### config.mk
export PLATFORM = sky130hd
export DESIGN_NAME = integer_gcd_lcm_unit_core
export DESIGN_NICKNAME = d
export VERILOG_FILES = /design/src/hw/rtl/igl_pkg.sv /design/src/hw/rtl/igl_div.sv /design/src/hw/rtl/integer_gcd_lcm_unit_core.sv
export VERILOG_INCLUDE_DIRS = /design/src /design/src/hw/rtl
export SDC_FILE = /design/constraint.sdc
export NUM_CORES = 2
export LEC_CHECK = 0
export BUFFER_PORTS_ARGS = -buffer_cell sky130_fd_sc_hd__buf_4
export CAP_MARGIN = 20
export CORE_ASPECT_RATIO = 0.75
export CORE_MARGIN = 1
export CORE_UTILIZATION = 25
export CTS_BUF_LIST = sky130_fd_sc_hd__clkbuf_4 sky130_fd_sc_hd__clkbuf_8
export DETAILED_ROUTE_END_ITERATION = 10
export HOLD_SLACK_MARGIN = 0.05
export PLACE_DENSITY_LB_ADDON = 0.2
export SYNTH_ARGS = -nofsm -noshare
export SYNTH_HDL_FRONTEND = slang
export SYNTH_SLANG_ARGS = --single-unit
### constraint.sdc
create_clock -name clk -period 11.1 [get_ports clk]
set_clock_uncertainty 0.15 [all_clocks]
set_input_delay 1.11 -clock clk [delete_from_list [all_inputs] [get_ports clk]]
set_output_delay 1.11 -clock clk [all_outputs]
set_load 0.005 [all_outputs]
### src/hw/rtl/integer_gcd_lcm_unit_core_assert.svh
// Assertion macros shared by the gcd/lcm unit RTL.
`ifndef INTEGER_GCD_LCM_UNIT_CORE_ASSERT_SVH
`define INTEGER_GCD_LCM_UNIT_CORE_ASSERT_SVH

// same-cycle implication
`define IGL_ASSERT_IMP(name, ante, cons) \
	name: assert property (@(posedge clk) disable iff (!arst_n) (ante) |-> (cons)) \
		else $error("gcd/lcm unit: assertion failed");

// next-cycle implication
`define IGL_ASSERT_NXT(name, ante, cons) \
	name: assert property (@(posedge clk) disable iff (!arst_n) (ante) |=> (cons)) \
		else $error("gcd/lcm unit: assertion failed");

`endif

### src/hw/rtl/igl_pkg.sv
// Package of the gcd/lcm unit: operation codes, widths and divider status type.
package igl_pkg;

	localparam int unsigned DEF_WIDTH = 32;
	localparam int unsigned FIELD_W   = 32;

	localparam logic [1:0] FUNC_GCD  = 2'd0;
	localparam logic [1:0] FUNC_LCM  = 2'd1;
	localparam logic [1:0] FUNC_XGCD = 2'd2;

	typedef struct packed {
		logic busy;
		logic done;
	} div_stat_t;

endpackage

### src/hw/rtl/igl_div.sv
// Iterative restoring unsigned divider, one quotient bit per cycle.
module igl_div #(
	parameter int unsigned WIDTH = igl_pkg::DEF_WIDTH
) (
	input  logic                clk,
	input  logic                arst_n,
	input  logic                start,
	input  logic [WIDTH-1:0]    dividend,
	input  logic [WIDTH-1:0]    divisor,
	output logic [WIDTH-1:0]    quotient,
	output logic [WIDTH-1:0]    remainder,
	output igl_pkg::div_stat_t  stat
);

	localparam int unsigned CNT_W = $clog2(WIDTH + 1);

	logic [WIDTH-1:0] quo_q;
	logic [WIDTH-1:0] rem_q;
	logic [WIDTH-1:0] dvs_q;
	logic [CNT_W-1:0] cnt_q;
	logic             busy_q;
	logic             done_q;
	logic [WIDTH:0]   rem_shift;
	logic             fits;

	assign rem_shift = {rem_q, quo_q[WIDTH-1]};
	assign fits      = rem_shift >= {1'b0, dvs_q};

	always_ff @(posedge clk or negedge arst_n) begin
		if (!arst_n) begin
			busy_q <= 1'b0;
			done_q <= 1'b0;
			cnt_q  <= '0;
		end else begin
			done_q <= 1'b0;
			if (start) begin
				busy_q <= 1'b1;
				cnt_q  <= CNT_W'(WIDTH);
			end else if (busy_q) begin
				cnt_q <= cnt_q - 1'b1;
				if (cnt_q == CNT_W'(1)) begin
					busy_q <= 1'b0;
					done_q <= 1'b1;
				end
			end
		end
	end

	always_ff @(posedge clk) begin
		if (start) begin
			quo_q <= dividend;
			rem_q <= '0;
			dvs_q <= divisor;
		end else if (busy_q) begin
			quo_q <= {quo_q[WIDTH-2:0], fits};
			if (fits) begin
				rem_q <= WIDTH'(rem_shift - {1'b0, dvs_q});
			end else begin
				rem_q <= rem_shift[WIDTH-1:0];
			end
		end
	end

	assign quotient  = quo_q;
	assign remainder = rem_q;
	assign stat      = '{busy: busy_q, done: done_q};

endmodule

### src/hw/rtl/integer_gcd_lcm_unit_core.sv
// Top level of the gcd / lcm / extended gcd unit.
// One transaction at a time; each Euclid step is one pass of the shared divider.
// Extended gcd steps add the MS, US and UT coefficient updates; lcm adds a division of the
// first operand by the gcd (LDIV) and a multiply (LMUL). At most about 48 steps for 32 bits;
// s_axis_tready returns in the same cycle as m_axis_tvalid, as the result register loads.
// Reset (arst_n low, asynchronous) empties the sequencer and clears the output valid.
module integer_gcd_lcm_unit_core #(
	parameter int unsigned WIDTH = igl_pkg::DEF_WIDTH
) (
	input  logic        clk,
	input  logic        arst_n,
	input  logic        s_axis_tvalid,
	output logic        s_axis_tready,
	input  logic [63:0] s_axis_tdata,  // first_value[31:0], second_value[63:32]
	input  logic [1:0]  s_axis_tuser,  // func[1:0]
	output logic        m_axis_tvalid,
	input  logic        m_axis_tready,
	output logic [95:0] m_axis_tdata,  // value[31:0], coeff_first[63:32], coeff_second[95:64]
	output logic        m_axis_tuser   // error
);

	localparam int unsigned FW = igl_pkg::FIELD_W;

	localparam logic [3:0] ST_IDLE  = 4'd0;
	localparam logic [3:0] ST_CHECK = 4'd1;
	localparam logic [3:0] ST_DIV   = 4'd2;
	localparam logic [3:0] ST_MS    = 4'd3;
	localparam logic [3:0] ST_US    = 4'd4;
	localparam logic [3:0] ST_UT    = 4'd5;
	localparam logic [3:0] ST_LDIV  = 4'd6;
	localparam logic [3:0] ST_LMUL  = 4'd7;
	localparam logic [3:0] ST_OUT   = 4'd8;

	localparam logic [WIDTH-1:0] SIGN_MIN = {1'b1, {(WIDTH-1){1'b0}}};

	logic [3:0]       state_q;
	logic [1:0]       func_q;
	logic [WIDTH-1:0] ua_q, ub_q;
	logic [WIDTH-1:0] a_q, b_q;
	logic [WIDTH-1:0] s0_q, s1_q, t0_q, t1_q;
	logic [WIDTH-1:0] q_q, prod_q;
	logic [FW-1:0]    res_q, x_q, y_q;
	logic             err_q;
	logic             m_valid_q;
	logic [95:0]      m_data_q;
	logic             m_err_q;

	logic             in_acc;
	logic             out_free;
	logic [1:0]       in_func;
	logic [WIDTH-1:0] in_a, in_b;
	logic             xg;
	logic             a_neg, b_neg;
	logic [WIDTH-1:0] a_mag, b_mag;
	logic             div_start;
	logic [WIDTH-1:0] div_dividend, div_divisor;
	logic [WIDTH-1:0] div_quo, div_rem;
	igl_pkg::div_stat_t div_stat;
	logic [WIDTH-1:0] quo_s, rem_s;
	logic [WIDTH-1:0] mul_y;
	logic [2*WIDTH-1:0] mul_full;
	logic [WIDTH-1:0] mul_lo;

	assign s_axis_tready = (state_q == ST_IDLE);
	assign in_acc        = s_axis_tvalid && s_axis_tready;
	assign out_free      = !m_valid_q || m_axis_tready;
	assign in_func       = s_axis_tuser;
	assign in_a          = s_axis_tdata[WIDTH-1:0];
	assign in_b          = s_axis_tdata[32+WIDTH-1:32];

	assign xg    = (func_q == igl_pkg::FUNC_XGCD);
	assign a_neg = xg && a_q[WIDTH-1];
	assign b_neg = xg && b_q[WIDTH-1];
	assign a_mag = a_neg ? WIDTH'(WIDTH'(0) - a_q) : a_q;
	assign b_mag = b_neg ? WIDTH'(WIDTH'(0) - b_q) : b_q;

	// b == 0 in CHECK with lcm: divide the first operand by the gcd
	assign div_start    = (state_q == ST_CHECK) &&
		((b_q != '0) || (func_q == igl_pkg::FUNC_LCM && a_q != '0));
	assign div_dividend = (b_q == '0) ? ua_q : a_mag;
	assign div_divisor  = (b_q == '0) ? a_q : b_mag;

	igl_div #(.WIDTH(WIDTH)) u_div (
		.clk       (clk),
		.arst_n    (arst_n),
		.start     (div_start),
		.dividend  (div_dividend),
		.divisor   (div_divisor),
		.quotient  (div_quo),
		.remainder (div_rem),
		.stat      (div_stat)
	);

	assign quo_s = (a_neg ^ b_neg) ? WIDTH'(WIDTH'(0) - div_quo) : div_quo;
	assign rem_s = a_neg ? WIDTH'(WIDTH'(0) - div_rem) : div_rem;

	always_comb begin
		unique case (state_q)
			ST_MS:   mul_y = s1_q;
			ST_US:   mul_y = t1_q;
			default: mul_y = ub_q;
		endcase
	end

	assign mul_full = (2*WIDTH)'(q_q) * (2*WIDTH)'(mul_y);
	assign mul_lo   = mul_full[WIDTH-1:0];

	always_ff @(posedge clk or negedge arst_n) begin
		if (!arst_n) begin
			state_q   <= ST_IDLE;
			m_valid_q <= 1'b0;
		end else begin
			if (state_q == ST_OUT && out_free) begin
				m_valid_q <= 1'b1;
			end else if (m_axis_tready) begin
				m_valid_q <= 1'b0;
			end
			unique case (state_q)
				ST_IDLE: begin
					if (in_acc) begin
						if (in_func == igl_pkg::FUNC_GCD || in_func == igl_pkg::FUNC_LCM) begin
							state_q <= ST_CHECK;
						end else if (in_func == igl_pkg::FUNC_XGCD &&
							in_a != SIGN_MIN && in_b != SIGN_MIN) begin
							state_q <= ST_CHECK;
						end else begin
							state_q <= ST_OUT;
						end
					end
				end
				ST_CHECK: begin
					if (b_q != '0) begin
						state_q <= ST_DIV;
					end else if (div_start) begin
						state_q <= ST_LDIV;
					end else begin
						state_q <= ST_OUT;
					end
				end
				ST_DIV: begin
					if (div_stat.done) begin
						state_q <= xg ? ST_MS : ST_CHECK;
					end
				end
				ST_MS:   state_q <= ST_US;
				ST_US:   state_q <= ST_UT;
				ST_UT:   state_q <= ST_CHECK;
				ST_LDIV: begin
					if (div_stat.done) begin
						state_q <= ST_LMUL;
					end
				end
				ST_LMUL: state_q <= ST_OUT;
				ST_OUT: begin
					if (out_free) begin
						state_q <= ST_IDLE;
					end
				end
				default: state_q <= ST_IDLE;
			endcase
		end
	end

	always_ff @(posedge clk) begin
		unique case (state_q)
			ST_IDLE: begin
				func_q <= in_func;
				ua_q   <= in_a;
				ub_q   <= in_b;
				a_q    <= in_a;
				b_q    <= in_b;
				s0_q   <= WIDTH'(1);
				s1_q   <= '0;
				t0_q   <= '0;
				t1_q   <= WIDTH'(1);
				res_q  <= '0;
				x_q    <= '0;
				y_q    <= '0;
				err_q  <= (in_func != igl_pkg::FUNC_GCD && in_func != igl_pkg::FUNC_LCM &&
					in_func != igl_pkg::FUNC_XGCD) ||
					(in_func == igl_pkg::FUNC_XGCD && (in_a == SIGN_MIN || in_b == SIGN_MIN));
			end
			ST_CHECK: begin
				if (b_q == '0) begin
					if (func_q == igl_pkg::FUNC_GCD) begin
						res_q <= FW'(a_q);
					end else if (func_q == igl_pkg::FUNC_LCM) begin
						err_q <= (a_q == '0);
					end else begin
						res_q <= FW'(signed'(a_q));
						x_q   <= FW'(signed'(s0_q));
						y_q   <= FW'(signed'(t0_q));
					end
				end
			end
			ST_DIV: begin
				if (div_stat.done) begin
					a_q <= b_q;
					b_q <= rem_s;
					q_q <= quo_s;
				end
			end
			ST_MS: prod_q <= mul_lo;
			ST_US: begin
				s0_q   <= s1_q;
				s1_q   <= WIDTH'(s0_q - prod_q);
				prod_q <= mul_lo;
			end
			ST_UT: begin
				t0_q <= t1_q;
				t1_q <= WIDTH'(t0_q - prod_q);
			end
			ST_LDIV: begin
				if (div_stat.done) begin
					q_q <= div_quo;
				end
			end
			ST_LMUL: res_q <= FW'(mul_lo);
			ST_OUT: begin
				if (out_free) begin
					m_data_q <= {y_q, x_q, res_q};
					m_err_q  <= err_q;
				end
			end
			default: begin
			end
		endcase
	end

	assign m_axis_tvalid = m_valid_q;
	assign m_axis_tdata  = m_data_q;
	assign m_axis_tuser  = m_err_q;

`include "integer_gcd_lcm_unit_core_assert.svh"

	`IGL_ASSERT_IMP(a_div_nonzero, div_start, div_divisor != '0)
	`IGL_ASSERT_IMP(a_div_owner, div_stat.busy || div_stat.done, state_q == ST_DIV || state_q == ST_LDIV)
	`IGL_ASSERT_NXT(a_out_load, state_q == ST_OUT && out_free, m_axis_tvalid && state_q == ST_IDLE)

endmodule

---- Word-level counts from Yosys, hierarchy flattened ----
Index checks and enable logic that the tools add are counted.
storage, ports and cells
  output and inout bits ................... 99
  bits in registers ....................... 625
  bits of input ports ..................... 70
  word-level logic and storage cells ...... 162
operators by class
  multiplexer cells ....................... 57
  order comparisons ....................... 1
  $add $sub $neg .......................... 8
  bitwise operators ....................... 1
  reduce and logical (&&, ||, !) cells .... 41
  equality and inequality tests ........... 28
  multiply operators ...................... 1
operators by type and width
  operator                                                               count
  32-bit 2-to-1 mux                                                      22
  32-bit one-hot mux with 2 select lines                                 10
  1-bit by 32-bit subtractor with 32-bit output, first input constant    4
  32-bit one-hot mux with 3 select lines                                 1
  32-bit subtractor                                                      3
  32-bit equality test, second input constant                            2
  32-bit zero test                                                       2
  32-bit != test, second input constant                                  2
  32-bit nonzero test                                                    2
  4-bit one-hot mux with 9 select lines                                  1
  33-bit by 32-bit >= comparator with 1-bit output                       1
  32-bit by 32-bit multiplier with 32-bit output                         1
  4-bit 2-to-1 mux                                                       8
  4-bit by 3-bit equality test with 1-bit output, second input constant  4
  2-bit nonzero test                                                     8
  6-bit 2-to-1 mux                                                       2
  2-bit by 1-bit != test with 1-bit output, second input constant        6
  4-bit AND reduction                                                    3
  1-bit logical AND                                                      11
  1-bit 2-to-1 mux                                                       11
  4-bit by 2-bit equality test with 1-bit output, second input constant  2
  2-bit != test, second input constant                                   4
  6-bit by 1-bit equality test with 1-bit output, second input constant  1
  3-bit AND reduction                                                    2
  other kinds (16)                                                       24

---- Depth between registers and ports, before layout ----
  depth after elaboration ................. 7
  gate-level depth with buffers ........... 36

---- By module ----
Synthesis repeated with hierarchy kept, for this count alone.
unflattened totals
  cells, all modules ...................... 4376
  area total of the unflattened synthesis .. 46839.9 um2
modules (own cells, without submodules)
  module                     cells an instance  seq. area each (um2)  area an instance (um2)  instances
  integer_gcd_lcm_unit_core  3778               15620.0               40797.9                 1
  igl_div                    598                2762.6                6042.0                  1

---- Worst setup path before layout ----
OpenSTA, ideal clock, no wires.
  kind .................................... register -> register
  from .................................... register state_q[3]
  to ...................................... register res_q[31], data pin
  path buffers ............................ 3
  clock period less this slack ............ 8618 ps
  arrival ................................. 8212 ps
  setup slack ............................. 2482 ps
  cell stages (with the launch flop) ...... 31
  data required time ...................... 10694 ps
  setup time .............................. 256 ps
  cell sequence ........................... dfrtp_1 buf_2 nor4bb_1 buf_2 nor2_4 inv_2 o21ai_1 clkbuf_1 and2_1 fa_1 fa_1 fa_1 inv_1 fa_1 inv_1 fa_1 inv_1 fa_1 inv_1 fa_1 fa_1 ha_1 a21oi_1 a21boi_1 a21oi_2 a21oi_2 a311oi_1 and4_4 a2111oi_4 xnor3_1 a22o_1
between the ends
  cells in the longest elaborated chain, start to end .. 4
ends and longest elaborated chain
  item                                                                                                              RTL line                          source
  start, declared                                                                                                   integer_gcd_lcm_unit_core.sv:36   logic [3:0] state_q;
  start signal, assigned                                                                                            integer_gcd_lcm_unit_core.sv:142  state_q <= xg ? ST_MS : ST_CHECK;
  4-bit by 3-bit equality test with 1-bit output or 4-bit by 2-bit equality test with 1-bit output (tied branches)  integer_gcd_lcm_unit_core.sv:98   unique case (state_q)
  32-bit one-hot mux with 2 select lines (*)                                                                        integer_gcd_lcm_unit_core.sv:98
  32-bit by 32-bit multiplier with 32-bit output (*)                                                                integer_gcd_lcm_unit_core.sv:105  assign mul_full = (2*WIDTH)'(q_q) * (2*WIDTH)'(mul_y);
  named net mul_full[31]                                                                                            integer_gcd_lcm_unit_core.sv:61   logic [2*WIDTH-1:0] mul_full;
  32-bit one-hot mux with 3 select lines (*)                                                                        integer_gcd_lcm_unit_core.sv:165  unique case (state_q)
  end signal, assigned                                                                                              integer_gcd_lcm_unit_core.sv:186  res_q <= FW'(a_q);
  end signal, assigned                                                                                              integer_gcd_lcm_unit_core.sv:190  res_q <= FW'(signed'(a_q));
  end signal, assigned                                                                                              integer_gcd_lcm_unit_core.sv:218  ST_LMUL: res_q <= FW'(mul_lo);
  end, declared                                                                                                     integer_gcd_lcm_unit_core.sv:42   logic [FW-1:0] res_q, x_q, y_q;
Mark *: on every way through the listed nets, which the timed path passes. The rest lies on a longest branch.
A chain may end at the register's enable or synchronous reset.

---- Worst setup path in the final report ----
  from .................................... register state_q[2]
  to ...................................... register res_q[31], data pin
The elaborated chain is that of the path after synthesis.

==> out/results.tsv <==
metric	value	unit
wl_met2	66400	um
rows	136	
synth_xor_xnor_area_share	5.21	%
clock-root-buffer	clkbuf_8	
clock.fmax	96.0	MHz
routed_wl	161000	um
crit_path_end	res_q[31]	
synth_top_family_by_area	adder cells	
postSynthAreaPerCell	10.5	um^2
grt_max_degree	99	
cts_made_buffers	99	
dieArea	187000	um^2
crit_type	register to register	
synth_common_cells	nand2_1 (601), edfxtp_1 (580), inv_1 (497)	
clk_pin_slew	0.08	ns
yosysMostFrequentCell	nand2_1	
die_w	499	um
yosys.area.top_type_share	37.7	%
synth_edf_count	580	
cts_resized	0	
status	completed	
final_nets	5250	
area_growth	13.6	%
wl_met3	11800	um
port_buffers	168	
cp_max_fo	14	
fin_ws	0.679	ns
core_area	183000	um^2
ys_seq_area_share	39.8	%
htree_levels	3	
syn_area	46200	um^2
ctsLongestPathBuffers	3	
drt-wirelength-per-cell	22.9	um
startpoint	state_q[2]	
synth_area_leaders	edfxtp_1 (38%), fa_1 (18%), ha_1 (6.0%)	
grtUsageTotal	17.2	%
synth_compound_area_share	8.75	%
synthMuxAreaShare	0.501	%
synth.distinct_cells	88	
crit_required	11.49	ns
synth_top_area_cell	edfxtp_1	
cp-end-kind	register	
fin_crit_sh	93.9	%
routabilityCongestion	0.872	
first_global_vias	32810	
vias	32767	
dp_slack	0.834	ns
io_pins	169	
die_height	374	um
floorplan.initialDensity	25.2	%
cts_tree	yes	
synth-adder-area-share	23.8	%
setup_viol	0	
highest_layer	met5	
syn-num-nets	5098	
drc	0	
clkSinkCount	625	
worst_r2r_endpoint	res_q[31]	
slew_headroom	29.4	%
setup-tns-final	0	ns
hp-class	register to register	
rsz0062_at_grt	false	
yosys.area_share.simple	16.1	%
antenna_found_initial	23	
grt_pass1_wl	234000	um
vias_per_cell	4.65	
worstMarginPinSlew	1.06	ns
critPathArrivalTime	10.81	ns
dpl.hpwl	124000	um
drive_gt1_share	10.2	%
ys_ff_latch	625	
ys_async_sr_fraction	2.08	%
wl_met1	79600	um
synth_cells	4394	
finalMaxSlewViolations	0	
finalHoldViolCount	0	
period_needed	10.42	ns
critPathLaunchType	register	
r2r_slack	0.68	ns
synth_ff_type	edfxtp_1	
cap_violations	0	
drtPass1Iterations	6	
insertion_delay	0.83	ns
reg2reg_from	state_q[2]	
reg2reg_depth	25	
yosysWarnings	0	
grt.overflow.total	0	
initialDrtViolationCount	3021	
post-cts-setup-buffers	0	
ant_nets	0	
cells by family (layout without fill, tap and decap cells):
group | after synthesis | after routing
DFF | 625 | 625
AOI/OAI and AO/OA | 641 | 641
adders and majority gates | 634 | 634
other | 0 | 5
and+or+nand+nor | 1502 | 1502
buffers and inverters | 697 | 931
muxes | 23 | 23
xor gates and xnor gates | 272 | 272
repair_timing:
item	in CTS	in global routing
setup endpoints to repair	0	0
hold buffers	1	0
hold endpoints to repair	13	0
area by class of cell:
cell class,instances,area [um^2]
sequential,625,18400
multi-input combinational,3072,25300
clock buffer,132,1620
timing repair buffer,249,1900
inverter,499,1870
clock inverter,51,439
antenna,5,12.5
fill,19205,131000
tap,2415,3020
layout by cell type (no fill, tap or decap), types with 29 or more instances in the layout:
master / count
inv_1: 496
dfxtp_1: 32
nor2_1: 188
nor3_1: 42
xnor2_1: 172
xor2_1: 98
o21ai_0: 196
a21o_1: 43
nand2_1: 597
edfxtp_1: 580
a22oi_1: 32
nor4_1: 29
and3_1: 99
clkbuf_8: 101
ha_1: 223
and2_1: 358
a22o_1: 29
fa_1: 411
clkbuf_4: 31
a21oi_1: 151
buf_4: 245
o21a_1: 29
critical path, stage by stage (launching register included):
cell and delay (ns):
dfrtp_1 0.76, nor4bb_4 0.19, buf_12 0.21, a22oi_1 0.63
nand2_1 0.77, and2_1 0.46, fa_1 0.49, fa_1 0.51
inv_1 0.05, fa_1 0.47, inv_1 0.05, fa_1 0.42
fa_1 0.47, fa_1 0.61, fa_1 0.46, fa_1 0.44
ha_1 0.34, and2_1 0.17, a31oi_1 0.16, o21ai_0 0.12
a21oi_1 0.60, a311oi_1 0.28, and4_4 0.28, a2111oi_4 0.31
xnor3_1 0.47, a22o_1 0.21
flip-flops by register name (all words and copies together), names as in the netlist, 32 cells and up:
signal           cells
ub_q                32
res_q               32
a_q                 32
u_div.dvs_q         32
q_q                 32
m_axis_tdata        96
y_q                 32
prod_q              32
u_div.quotient      32
t0_q                32
b_q                 32
s0_q                32
ua_q                32
u_div.remainder     32
t1_q                32
s1_q                32
x_q                 32
stage by stage:
| stage | util (%) | instances | instance area (um^2) | hold WS, ns |
|---|---|---|---|---|
| 4_1_cts | 28.6 | 7042 | 52500 | 0.243 |
| 3_3_place_gp | 27.5 | 6858 | 50500 | 0.252 |
| 3_5_place_dp | 27.5 | 6858 | 50500 | 0.255 |
| 2_1_floorplan | - | 4394 | 46200 | 0.250 |
| 5_1_grt | 28.6 | 7046 | 52500 | 0.244 |
| 6_report | 28.6 | 7048 | 52600 | 0.235 |
worst min-delay path by stage:
stage,from,end,slack [ns],depth (start not counted)
after global routing,y_q[17],m_axis_tdata[81],0.24,0
after detailed placement,x_q[7],m_axis_tdata[39],0.25,0
after floorplan,res_q[0],m_axis_tdata[0],0.25,0
final,y_q[17],m_axis_tdata[81],0.24,0
after global placement,res_q[30],m_axis_tdata[30],0.25,0
after CTS,y_q[17],m_axis_tdata[81],0.24,0
per-layer routing:
layer,GRT usage (%),vias up
met1,25.9,16561
li1,-,15019
met2,24.6,1007
met4,4.13,6
met5,0,-
met3,3.76,174
Power is not shown: default switching activity piles up to over one toggle a cycle in this logic, so the estimate is an artifact.
